<file path="src/design/nrmc_pkg.sv">
// ----------------------------------------------------------------------------
// nrmc_pkg
// Types, constants and per-character parse functions shared by the RMC
// sentence parser modules.
// ----------------------------------------------------------------------------
`default_nettype none

package nrmc_pkg;

    localparam int MINUTE_FIELD_CHARS_DEF = 7;
    localparam int MAX_FIELD_CHARS_DEF    = 16;

    localparam logic [31:0] LAT_LIMIT = 32'd900000000;
    localparam logic [31:0] LON_LIMIT = 32'd1800000000;

    localparam logic [7:0] CH_DOLLAR = 8'h24;
    localparam logic [7:0] CH_STAR   = 8'h2A;
    localparam logic [7:0] CH_COMMA  = 8'h2C;
    localparam logic [7:0] CH_POINT  = 8'h2E;
    localparam logic [7:0] CH_ZERO   = 8'h30;
    localparam logic [7:0] CH_NINE   = 8'h39;
    localparam logic [7:0] CH_A      = 8'h41;
    localparam logic [7:0] CH_S      = 8'h53;
    localparam logic [7:0] CH_W      = 8'h57;

    localparam logic [5:0][7:0] HDR_TEXT = {8'h43, 8'h4D, 8'h52, 8'h50, 8'h47, 8'h24};

    // Field numbers of the sentence.
    localparam logic [3:0] FLD_HEADER = 4'd0;
    localparam logic [3:0] FLD_UTC    = 4'd1;
    localparam logic [3:0] FLD_STATUS = 4'd2;
    localparam logic [3:0] FLD_LAT    = 4'd3;
    localparam logic [3:0] FLD_NS     = 4'd4;
    localparam logic [3:0] FLD_LON    = 4'd5;
    localparam logic [3:0] FLD_EW     = 4'd6;
    localparam logic [3:0] FLD_SPEED  = 4'd7;
    localparam logic [3:0] FLD_COURSE = 4'd8;
    localparam logic [3:0] FLD_DATE   = 4'd9;
    localparam logic [3:0] FLD_MAGVAR = 4'd10;
    localparam logic [3:0] FLD_MAX    = 4'd15;

    localparam logic [4:0][19:0] NUM_CAP =
        {20'd18000, 20'd524287, 20'd36000, 20'd99999, 20'd262143};
    localparam logic [4:0] NUM_HUND = 5'b10110;

    // Reciprocal of 60 scaled by 2^36, exact for dividends below 2^30.
    localparam int          RECIP_SHIFT = 36;
    localparam logic [30:0] RECIP_60    = 31'd1145324613;
    localparam logic [23:0] DEG_SCALE   = 24'd10000000;

    typedef struct packed {
        logic [7:0]  deg;
        logic [19:0] minute;
        logic [2:0]  frac_digits;
        logic        neg;
    } coord_t;

    typedef struct packed {
        logic [3:0]       field_index;
        logic [4:0]       char_in_field;
        logic             header_ok;
        logic             status_ok;
        logic [7:0]       running_xor;
        logic             after_star;
        logic [1:0][7:0]  degree_accum;
        logic [1:0][19:0] minute_accum;
        logic [1:0][2:0]  coord_frac;
        logic [2:0]       fraction_digits;
        logic             point_seen;
        logic [4:0][19:0] number_accum;
        logic [1:0]       hemisphere_neg;
        logic [1:0]       coord_ok;
    } pstate_t;

    typedef struct packed {
        logic        valid;
        logic [17:0] utc_time;
        coord_t      lat;
        coord_t      lon;
        logic [16:0] speed_knots;
        logic [15:0] true_course;
        logic [18:0] date_value;
        logic [14:0] mag_variation;
        logic [7:0]  checksum;
    } record_t;

    function automatic pstate_t clear_state();
        pstate_t s;
        s           = '0;
        s.header_ok = 1'b1;
        return s;
    endfunction

    // Quotient by ten of a value below 100.
    function automatic logic [3:0] div10(input logic [6:0] v);
        logic [14:0] p;
        p = v * 8'd205;
        return p[14:11];
    endfunction

    // 10 to the power of (7 - fd), the scale that brings minutes to 1e-7 units.
    function automatic logic [23:0] minute_scale(input logic [2:0] fd);
        logic [23:0] r;
        case (fd)
            3'd0:    r = 24'd10000000;
            3'd1:    r = 24'd1000000;
            3'd2:    r = 24'd100000;
            3'd3:    r = 24'd10000;
            default: r = 24'd1000;
        endcase
        return r;
    endfunction

    function automatic pstate_t field_end(input pstate_t si, input int mfc);
        pstate_t s;
        logic    k;
        s = si;
        k = (s.field_index == FLD_LON);
        if (s.field_index == FLD_HEADER && s.char_in_field != 5'd6)
            s.header_ok = 1'b0;
        if (s.field_index == FLD_STATUS && s.char_in_field != 5'd1)
            s.status_ok = 1'b0;
        if (s.field_index == FLD_LAT || s.field_index == FLD_LON) begin
            s.coord_ok[k]   = (32'(s.char_in_field) >= 32'(mfc));
            s.coord_frac[k] = s.fraction_digits;
            if (32'(s.char_in_field) <= 32'(mfc)) begin
                s.degree_accum[k] = '0;
                s.minute_accum[k] = '0;
            end
        end
        return s;
    endfunction

    function automatic pstate_t field_char(input pstate_t si, input logic [7:0] c,
                                           input int frac_kept);
        pstate_t     s;
        logic        k;
        logic        digit;
        logic [3:0]  d;
        logic [11:0] nd;
        logic [3:0]  q;
        logic [6:0]  m_rem;
        logic [2:0]  slot;
        logic        is_num;
        logic [23:0] v;
        s     = si;
        k     = (s.field_index == FLD_LON) || (s.field_index == FLD_EW);
        digit = (c >= CH_ZERO) && (c <= CH_NINE);
        d     = 4'(c - CH_ZERO);
        nd    = '0;
        q     = '0;
        m_rem = '0;
        slot  = '0;
        is_num = 1'b0;
        v     = '0;
        case (s.field_index)
            FLD_HEADER: begin
                if (s.char_in_field >= 5'd6)
                    s.header_ok = 1'b0;
                else if (HDR_TEXT[s.char_in_field[2:0]] != c)
                    s.header_ok = 1'b0;
            end
            FLD_STATUS: s.status_ok = (s.char_in_field == 5'd0) && (c == CH_A);
            FLD_LAT, FLD_LON: begin
                if (digit) begin
                    if (!s.point_seen) begin
                        q  = div10(s.minute_accum[k][6:0]);
                        nd = s.degree_accum[k] * 4'd10 + 12'(q);
                        s.degree_accum[k] = (nd > 12'd255) ? 8'd255 : nd[7:0];
                        m_rem = s.minute_accum[k][6:0] - 7'(q) * 7'd10;
                        s.minute_accum[k] = 20'(m_rem) * 20'd10 + 20'(d);
                    end else if (32'(s.fraction_digits) < 32'(frac_kept)) begin
                        s.minute_accum[k]  = 20'(s.minute_accum[k] * 4'd10 + 20'(d));
                        s.fraction_digits  = s.fraction_digits + 3'd1;
                    end
                end else if (c == CH_POINT) begin
                    s.point_seen = 1'b1;
                end
            end
            FLD_NS: s.hemisphere_neg[0] = (s.char_in_field == 5'd0) && (c == CH_S);
            FLD_EW: s.hemisphere_neg[1] = (s.char_in_field == 5'd0) && (c == CH_W);
            FLD_UTC:    begin slot = 3'd0; is_num = 1'b1; end
            FLD_SPEED:  begin slot = 3'd1; is_num = 1'b1; end
            FLD_COURSE: begin slot = 3'd2; is_num = 1'b1; end
            FLD_DATE:   begin slot = 3'd3; is_num = 1'b1; end
            FLD_MAGVAR: begin slot = 3'd4; is_num = 1'b1; end
            default: ;
        endcase
        if (is_num) begin
            v = 24'(s.number_accum[slot]);
            if (digit) begin
                if (!s.point_seen) begin
                    v = NUM_HUND[slot] ? 24'(v * 4'd10 + d * 7'd100)
                                       : 24'(v * 4'd10 + 24'(d));
                end else if (NUM_HUND[slot] && s.fraction_digits < 3'd2) begin
                    v = (s.fraction_digits == 3'd0) ? 24'(v + d * 4'd10) : v + 24'(d);
                    s.fraction_digits = s.fraction_digits + 3'd1;
                end
                s.number_accum[slot] = (v > 24'(NUM_CAP[slot])) ? NUM_CAP[slot] : v[19:0];
            end else if (c == CH_POINT) begin
                s.point_seen = 1'b1;
            end
        end
        return s;
    endfunction

endpackage

`default_nettype wire

</file>
<file path="src/design/nrmc_field_parser.sv">
// ----------------------------------------------------------------------------
// nrmc_field_parser
// Per-character field state of the sentence; registers one record at the
// end of each line.
// ----------------------------------------------------------------------------
`default_nettype none

module nrmc_field_parser #(
    parameter int MINUTE_FIELD_CHARS = 7,
    parameter int MAX_FIELD_CHARS    = 16
) (
    input  wire                  clk,
    input  wire                  rst_n,
    input  wire                  accept,
    input  wire  [7:0]           char_byte,
    input  wire                  end_of_line,
    input  wire                  advance,
    output logic                 rec_valid,
    output nrmc_pkg::record_t    rec
);
    import nrmc_pkg::*;

    localparam int FracKept = (MINUTE_FIELD_CHARS < 3) ? 0 :
                              ((MINUTE_FIELD_CHARS > 7) ? 4 : MINUTE_FIELD_CHARS - 3);

    pstate_t state_reg, state_next;
    pstate_t s1, s2;
    record_t rec_reg, rec_next;
    logic    rec_valid_reg, rec_valid_next;

    always_comb
    begin
        s1 = state_reg;
        if (!s1.after_star) begin
            if (char_byte == CH_STAR)
                s1.after_star = 1'b1;
            else if (char_byte != CH_DOLLAR)
                s1.running_xor = s1.running_xor ^ char_byte;
        end
        if (char_byte == CH_COMMA) begin
            s1 = field_end(s1, MINUTE_FIELD_CHARS);
            if (s1.field_index < FLD_MAX)
                s1.field_index = s1.field_index + 4'd1;
            s1.char_in_field   = '0;
            s1.point_seen      = 1'b0;
            s1.fraction_digits = '0;
        end else if (32'(s1.char_in_field) < 32'(MAX_FIELD_CHARS)) begin
            s1 = field_char(s1, char_byte, FracKept);
            s1.char_in_field = s1.char_in_field + 5'd1;
        end
        s2 = field_end(s1, MINUTE_FIELD_CHARS);

        rec_next.valid         = s2.header_ok && s2.status_ok && (&s2.coord_ok);
        rec_next.utc_time      = s2.number_accum[0][17:0];
        rec_next.lat.deg       = s2.degree_accum[0];
        rec_next.lat.minute    = s2.minute_accum[0];
        rec_next.lat.frac_digits = s2.coord_frac[0];
        rec_next.lat.neg       = s2.hemisphere_neg[0];
        rec_next.lon.deg       = s2.degree_accum[1];
        rec_next.lon.minute    = s2.minute_accum[1];
        rec_next.lon.frac_digits = s2.coord_frac[1];
        rec_next.lon.neg       = s2.hemisphere_neg[1];
        rec_next.speed_knots   = s2.number_accum[1][16:0];
        rec_next.true_course   = s2.number_accum[2][15:0];
        rec_next.date_value    = s2.number_accum[3][18:0];
        rec_next.mag_variation = s2.number_accum[4][14:0];
        rec_next.checksum      = s2.running_xor;

        state_next     = state_reg;
        rec_valid_next = advance ? 1'b0 : rec_valid_reg;
        if (accept) begin
            state_next = end_of_line ? clear_state() : s1;
            rec_valid_next = end_of_line;
        end
    end

    always_ff @(posedge clk or negedge rst_n)
    begin
        if (!rst_n) begin
            state_reg     <= clear_state();
            rec_valid_reg <= 1'b0;
        end else begin
            state_reg     <= state_next;
            rec_valid_reg <= rec_valid_next;
        end
    end

    always_ff @(posedge clk)
    begin
        if (accept && end_of_line)
            rec_reg <= rec_next;
    end

    assign rec_valid = rec_valid_reg;
    assign rec       = rec_reg;

endmodule

`default_nettype wire

</file>
<file path="src/design/nrmc_coord_convert.sv">
// ----------------------------------------------------------------------------
// nrmc_coord_convert
// Three-stage conversion of degrees and minutes to 1e-7 degree units,
// rounded, saturated and signed by hemisphere.
// ----------------------------------------------------------------------------
`default_nettype none

module nrmc_coord_convert #(
    parameter logic [31:0] LIMIT = 32'd900000000
) (
    input  wire                 clk,
    input  wire                 advance,
    input  nrmc_pkg::coord_t    coord,
    output logic [31:0]         value
);
    import nrmc_pkg::*;

    logic [29:0] min_a_reg;
    logic [31:0] deg_a_reg;
    logic        neg_a_reg;
    logic [31:0] deg_b_reg;
    logic [24:0] quo_b_reg;
    logic        neg_b_reg;
    logic [31:0] value_reg;

    logic [43:0] min_prod;
    logic [31:0] deg_prod;
    logic [29:0] min_round;
    logic [60:0] quo_prod;
    logic [32:0] sum;
    logic [31:0] sat;

    always_comb
    begin
        min_prod  = coord.minute * minute_scale(coord.frac_digits);
        deg_prod  = coord.deg * DEG_SCALE;
        min_round = min_a_reg + 30'd30;
        quo_prod  = min_round * RECIP_60;
        sum       = 33'(deg_b_reg) + 33'(quo_b_reg);
        sat       = (sum > 33'(LIMIT)) ? LIMIT : sum[31:0];
    end

    always_ff @(posedge clk)
    begin
        if (advance) begin
            min_a_reg <= min_prod[29:0];
            deg_a_reg <= deg_prod;
            neg_a_reg <= coord.neg;
            deg_b_reg <= deg_a_reg;
            quo_b_reg <= quo_prod[RECIP_SHIFT +: 25];
            neg_b_reg <= neg_a_reg;
            value_reg <= neg_b_reg ? 32'(0) - sat : sat;
        end
    end

    assign value = value_reg;

endmodule

`default_nettype wire

</file>
<file path="src/design/nmea_rmc_sentence_parser.sv">
// ----------------------------------------------------------------------------
// nmea_rmc_sentence_parser
// Byte-stream parser of NMEA RMC sentences giving one record per line.
// ----------------------------------------------------------------------------
// The input stream carries one sentence character per item in s_axis_tdata,
// with s_axis_tlast high on the last character of the line. Each character
// updates the field state in the same cycle it is accepted, so one item can
// be taken in every cycle while the pipeline advances.
// The output stream gives one record item for every line. record_valid
// travels in m_axis_tuser; when it is low, every field but the checksum is
// zero. The record of a line is registered at the edge that accepted its
// last character, and three stages follow for the coordinate conversion
// (minute scaling, division by 60 through a reciprocal multiply, then
// degree add with saturation and sign), the last of which is the output
// register that drives m_axis_tvalid.
// The whole pipeline advances when the output register is empty or taken,
// so a stalled receiver holds the record and s_axis_tready follows
// m_axis_tready while a record waits. Sustained throughput is one item
// per cycle while the receiver does not stall.
// Reset clears the sentence state and empties the pipeline; no record is
// pending after reset.
// ----------------------------------------------------------------------------
`default_nettype none

module nmea_rmc_sentence_parser #(
    parameter int MINUTE_FIELD_CHARS = nrmc_pkg::MINUTE_FIELD_CHARS_DEF,
    parameter int MAX_FIELD_CHARS    = nrmc_pkg::MAX_FIELD_CHARS_DEF
) (
    input  wire          clk,
    input  wire          rst_n,
    input  wire          s_axis_tvalid,
    output logic         s_axis_tready,
    input  wire  [7:0]   s_axis_tdata,   // char_byte
    input  wire          s_axis_tlast,   // end_of_line
    output logic         m_axis_tvalid,
    input  wire          m_axis_tready,
    // utc_time, latitude, longitude, speed_knots, true_course, date_value,
    // mag_variation, computed_checksum, then four zero bits
    output logic [159:0] m_axis_tdata,
    output logic [0:0]   m_axis_tuser    // record_valid
);
    import nrmc_pkg::*;

    logic        advance;
    logic        accept;
    logic        rec_valid;
    record_t     rec;
    record_t     rec_a_reg, rec_b_reg, out_reg;
    logic        va_reg, vb_reg, out_valid_reg;
    logic [31:0] lat_value, lon_value;

    // The pipeline moves only when the output register can take a record.
    assign advance       = !out_valid_reg || m_axis_tready;
    assign s_axis_tready = advance;
    assign accept        = s_axis_tvalid && advance;

    nrmc_field_parser #(
        .MINUTE_FIELD_CHARS(MINUTE_FIELD_CHARS),
        .MAX_FIELD_CHARS   (MAX_FIELD_CHARS)
    ) u_parser (
        .clk        (clk),
        .rst_n      (rst_n),
        .accept     (accept),
        .char_byte  (s_axis_tdata),
        .end_of_line(s_axis_tlast),
        .advance    (advance),
        .rec_valid  (rec_valid),
        .rec        (rec)
    );

    nrmc_coord_convert #(.LIMIT(LAT_LIMIT)) u_lat (
        .clk    (clk),
        .advance(advance),
        .coord  (rec.lat),
        .value  (lat_value)
    );

    nrmc_coord_convert #(.LIMIT(LON_LIMIT)) u_lon (
        .clk    (clk),
        .advance(advance),
        .coord  (rec.lon),
        .value  (lon_value)
    );

    always_ff @(posedge clk or negedge rst_n)
    begin
        if (!rst_n) begin
            va_reg        <= 1'b0;
            vb_reg        <= 1'b0;
            out_valid_reg <= 1'b0;
        end else if (advance) begin
            va_reg        <= rec_valid;
            vb_reg        <= va_reg;
            out_valid_reg <= vb_reg;
        end
    end

    // The scalar fields ride along with the coordinate stages.
    always_ff @(posedge clk)
    begin
        if (advance) begin
            rec_a_reg <= rec;
            rec_b_reg <= rec_a_reg;
            out_reg   <= rec_b_reg;
        end
    end

    logic ok;
    assign ok = out_reg.valid;

    assign m_axis_tvalid = out_valid_reg;
    assign m_axis_tuser  = out_reg.valid;
    assign m_axis_tdata  = {4'b0000,
                            out_reg.checksum,
                            ok ? out_reg.mag_variation : 15'd0,
                            ok ? out_reg.date_value    : 19'd0,
                            ok ? out_reg.true_course   : 16'd0,
                            ok ? out_reg.speed_knots   : 17'd0,
                            ok ? lon_value             : 32'd0,
                            ok ? lat_value[30:0]       : 31'd0,
                            ok ? out_reg.utc_time      : 18'd0};

endmodule

`default_nettype wire

</file>
<file path="config.mk">
export PLATFORM = sky130hd
export DESIGN_NAME = nmea_rmc_sentence_parser
export DESIGN_NICKNAME = d
export VERILOG_FILES = /design/src/design/nrmc_pkg.sv /design/src/design/nrmc_field_parser.sv /design/src/design/nrmc_coord_convert.sv /design/src/design/nmea_rmc_sentence_parser.sv
export SDC_FILE = /design/constraint.sdc
export NUM_CORES = 2
export LEC_CHECK = 0
export BUFFER_PORTS_ARGS = -buffer_cell sky130_fd_sc_hd__buf_2
export CAP_MARGIN = 20
export CORE_MARGIN = 5
export CORE_UTILIZATION = 59
export CTS_CLUSTER_SIZE = 14
export DETAILED_ROUTE_END_ITERATION = 7
export GPL_TIMING_DRIVEN = 0
export PLACE_DENSITY = 0.86
export RECOVER_POWER = 25
export SLEW_MARGIN = 15
export SYNTH_ARGS = -nofsm -noshare
export SYNTH_HDL_FRONTEND = slang
export SYNTH_SLANG_ARGS = --single-unit
</file>
<file path="constraint.sdc">
create_clock -name clk -period 19.7 [get_ports clk]
set_clock_uncertainty 0.05 [all_clocks]
set_input_delay 1.97 -clock clk [delete_from_list [all_inputs] [get_ports clk]]
set_output_delay 1.97 -clock clk [all_outputs]
set_load 0.02 [all_outputs]
</file>
==> run summary <==
Worst reg2reg startpoint: u_parser.state_reg[186]
Clk_lat worst skew: 0.78 ns
YS warnings: 0
CTS Buf Count: 98
Post-DRT Antenna Nets: 0
# hold bufs at CTS: 0
Hold crit path type: flop to flop
Gpl congestion: 0.989
CP startpoint: u_parser.state_reg[186]
Final Hold Fails: 0
Routed wl met3: 15300 um
Final core utilization: 64.2%
Die ar.: 150000 um2
P&R area growth vs syn: 8.31%
Share of layout cells above drive strength 1: 6.60%
Critical path buffers and inverters: 10
Die span in y: 387 um
Core area: 141000 um2
Achievable Freq: 78.9 MHz
Reg2Reg Depth: 44
Seq/Total Area, Yosys: 31.3%
Total grt overflow: 0
Top delay family on crit path: adder cells
H-tree depth: 3
Final worst path period share: 64.3%
Post-route DRC: 0
Met1 Wirelength: 88400 um
# clock sinks: 905
Min cycle time layout: 12.67 ns
Yosys reg bits: 905
Via Count: 61100
Crit path launch type: flop
Vias in the first global route: 63600
Commonest cells after routing, fill and taps aside: inv_1, ha_1, fa_1
Worst Path Max Fanout: 10
CTS root buffer: clkbuf_16
Slew @ Worst Pin: 5.02 ns
# setup viols final: 0
Critical path class: flop to flop
Max cap viols: 4
Avg Inst Size Synth: 10.4 um2
Number of synthesized flops with an enable pin: 711
Max FFs per register: 190
Per-cell routed wire length: 21.1 um
Largest net degree at the start of global routing: 107
Most common cell after layout, fill and taps aside: inv_1
Count of cell types in the netlist: 105
Post-CTS setup buffer count: 0
Unrepaired setup endpoints after global routing: false
Starting Density: 59.3%
CP arrival: 13.06 ns
Failing checks: capacitance limit, slew limit
Fin nets: 10200
Cell Area, Synth: 83800 um2
Io pins: 176
Clk slew on worst S/H paths: 0.07 ns
Highest cell delay on the worst timing path: 0.62 ns
Critical path data required time: 20.09 ns
Met2 WL: 105000 um
Drt initial violations: 5287
Die width: 387 um
Top sig layer: met5
Total track usage: 28.8%
CTS tree: yes
Count of input and output buffers: 171
First-pass GRT wire length: 347000 um
Site Rows: 138
Top cell by count, worst path: ha_1
Initial antenna violation count: 8
Flop2flop setup slack: 7.03 ns
Max_slew headroom: -234%
First-pass DRT Iterations: 7
Critical Path Stages: 44
Setup TNS: 0 ns
Routed WL: 218000 um
Vias per inst: 5.94
Final HPWL DP: 173000 um
Final WS setup: 7.03 ns
CTS resizes: 0
CP Capture Point: u_parser.rec[88]
Outcome: complete, but fails checks
Place WS: 7.28 ns
CP max stage cell: clkbuf_1
Main synth FF type: edfxtp_1
Synth async-reset ratio: 21.4%
Mapped Cells: 8020
Clock buffer depth: 3
Critical Path Sink Type: flop
Reg2Reg Capture Point: u_parser.rec[88]
Fin. max-slew vios: 226
[cell type report]
type / instances / area, um2
buffer: 238 / 995
tap: 1890 / 2360
multi-input combinational: 5692 / 52200
antenna: 8 / 20.0
fill: 10800 / 50600
clock inverter: 53 / 719
timing repair buffer: 186 / 1100
inverter: 1188 / 4470
clock buffer: 132 / 2690
sequential: 905 / 26200
[cell usage after synthesis, types with 17 or more instances]
library cell  count  area share [%]
nand2b_1         50            0.37
a21o_1           89            0.80
nor2_1          480             2.2
o31ai_1          29            0.26
xnor2_1         256             2.7
a211o_1          18            0.19
a21oi_1         309             1.8
o22ai_1          32            0.24
clkbuf_1        195            0.87
o21a_1           50            0.45
nand4_1          43            0.32
nor2b_1          63            0.47
o21ai_0         287             1.7
nor3b_1          23            0.21
mux2i_1          36            0.43
a22oi_1          43            0.39
and3_1           66            0.49
nand2_1         551             2.5
a22o_1          105             1.1
inv_1          1183             5.3
mux2_2           60            0.81
o21ai_1          18            0.11
nand3b_1         17            0.15
and2_1          305             2.3
a211oi_1         35            0.31
xor2_1          124             1.3
or2_2            55            0.41
ha_1           1138              17
a31oi_1          39            0.29
nor4_1           28            0.21
o21bai_1         23            0.21
nor3_1          136            0.81
or3_1            39            0.29
dfrtp_1         193             5.8
edfxtp_1        711              25
o211ai_1         26            0.23
nand3_1         122            0.73
fa_1            729              17
[kinds of logic after synthesis]
kind of cell / after synthesis / synth area share (%)
fa+ha+maj: 1869 / 34.4
mux: 115 / 1.62
xor+xnor: 380 / 3.97
buf+inv: 1426 / 6.51
other cells: 1 / 0.00447
flops: 905 / 31.3
simple gates: 2030 / 12.0
compound gates: 1294 / 10.2
[how the worst min path moves through the flow]
stage,from,to,slack [ns],cells past startpoint
floorplan,rec_b_reg[0],m_axis_tdata[148],0.35,0
global placement,u_parser.rec[40],rec_a_reg[40],0.35,0
detailed placement,rec_b_reg[40],out_reg[40],0.35,0
CTS,u_lat.deg_a_reg[8],u_lat.deg_b_reg[8],0.36,0
global route,rec_a_reg[73],rec_b_reg[73],0.36,0
finish,rec_a_reg[157],rec_b_reg[157],0.35,0
[per-stage QoR]
step	hold slack [ns]	std cells	instance area [um2]
after floorplan	0.350	8023	83800
after global placement	0.350	10100	87000
after detailed placement	0.355	10100	87400
after CTS	0.360	10300	90800
after global routing	0.361	10300	90700
final	0.350	10300	90800
[layer usage]
metal	GRT usage, %	vias to the layer above
met2	49.2	2523
met1	37.7	30000
met5	0	-
met3	4.43	560
met4	10.1	4
li1	-	28100
[worst reg2reg max path, delay by kind of cell (launching register included)]
kind / cells / cell delay [ns]
adders and majority gates: 12 / 3.97
DFF: 1 / 0.39
AOI/OAI and AO/OA: 12 / 2.55
and+or+nand+nor: 5 / 0.91
buffers and inverters: 10 / 2.69
xor gates and xnor gates: 5 / 1.77
Power is left out: the tool's default activity adds up to more than one toggle a clock period on the data nets, which glitch-free logic cannot reach.
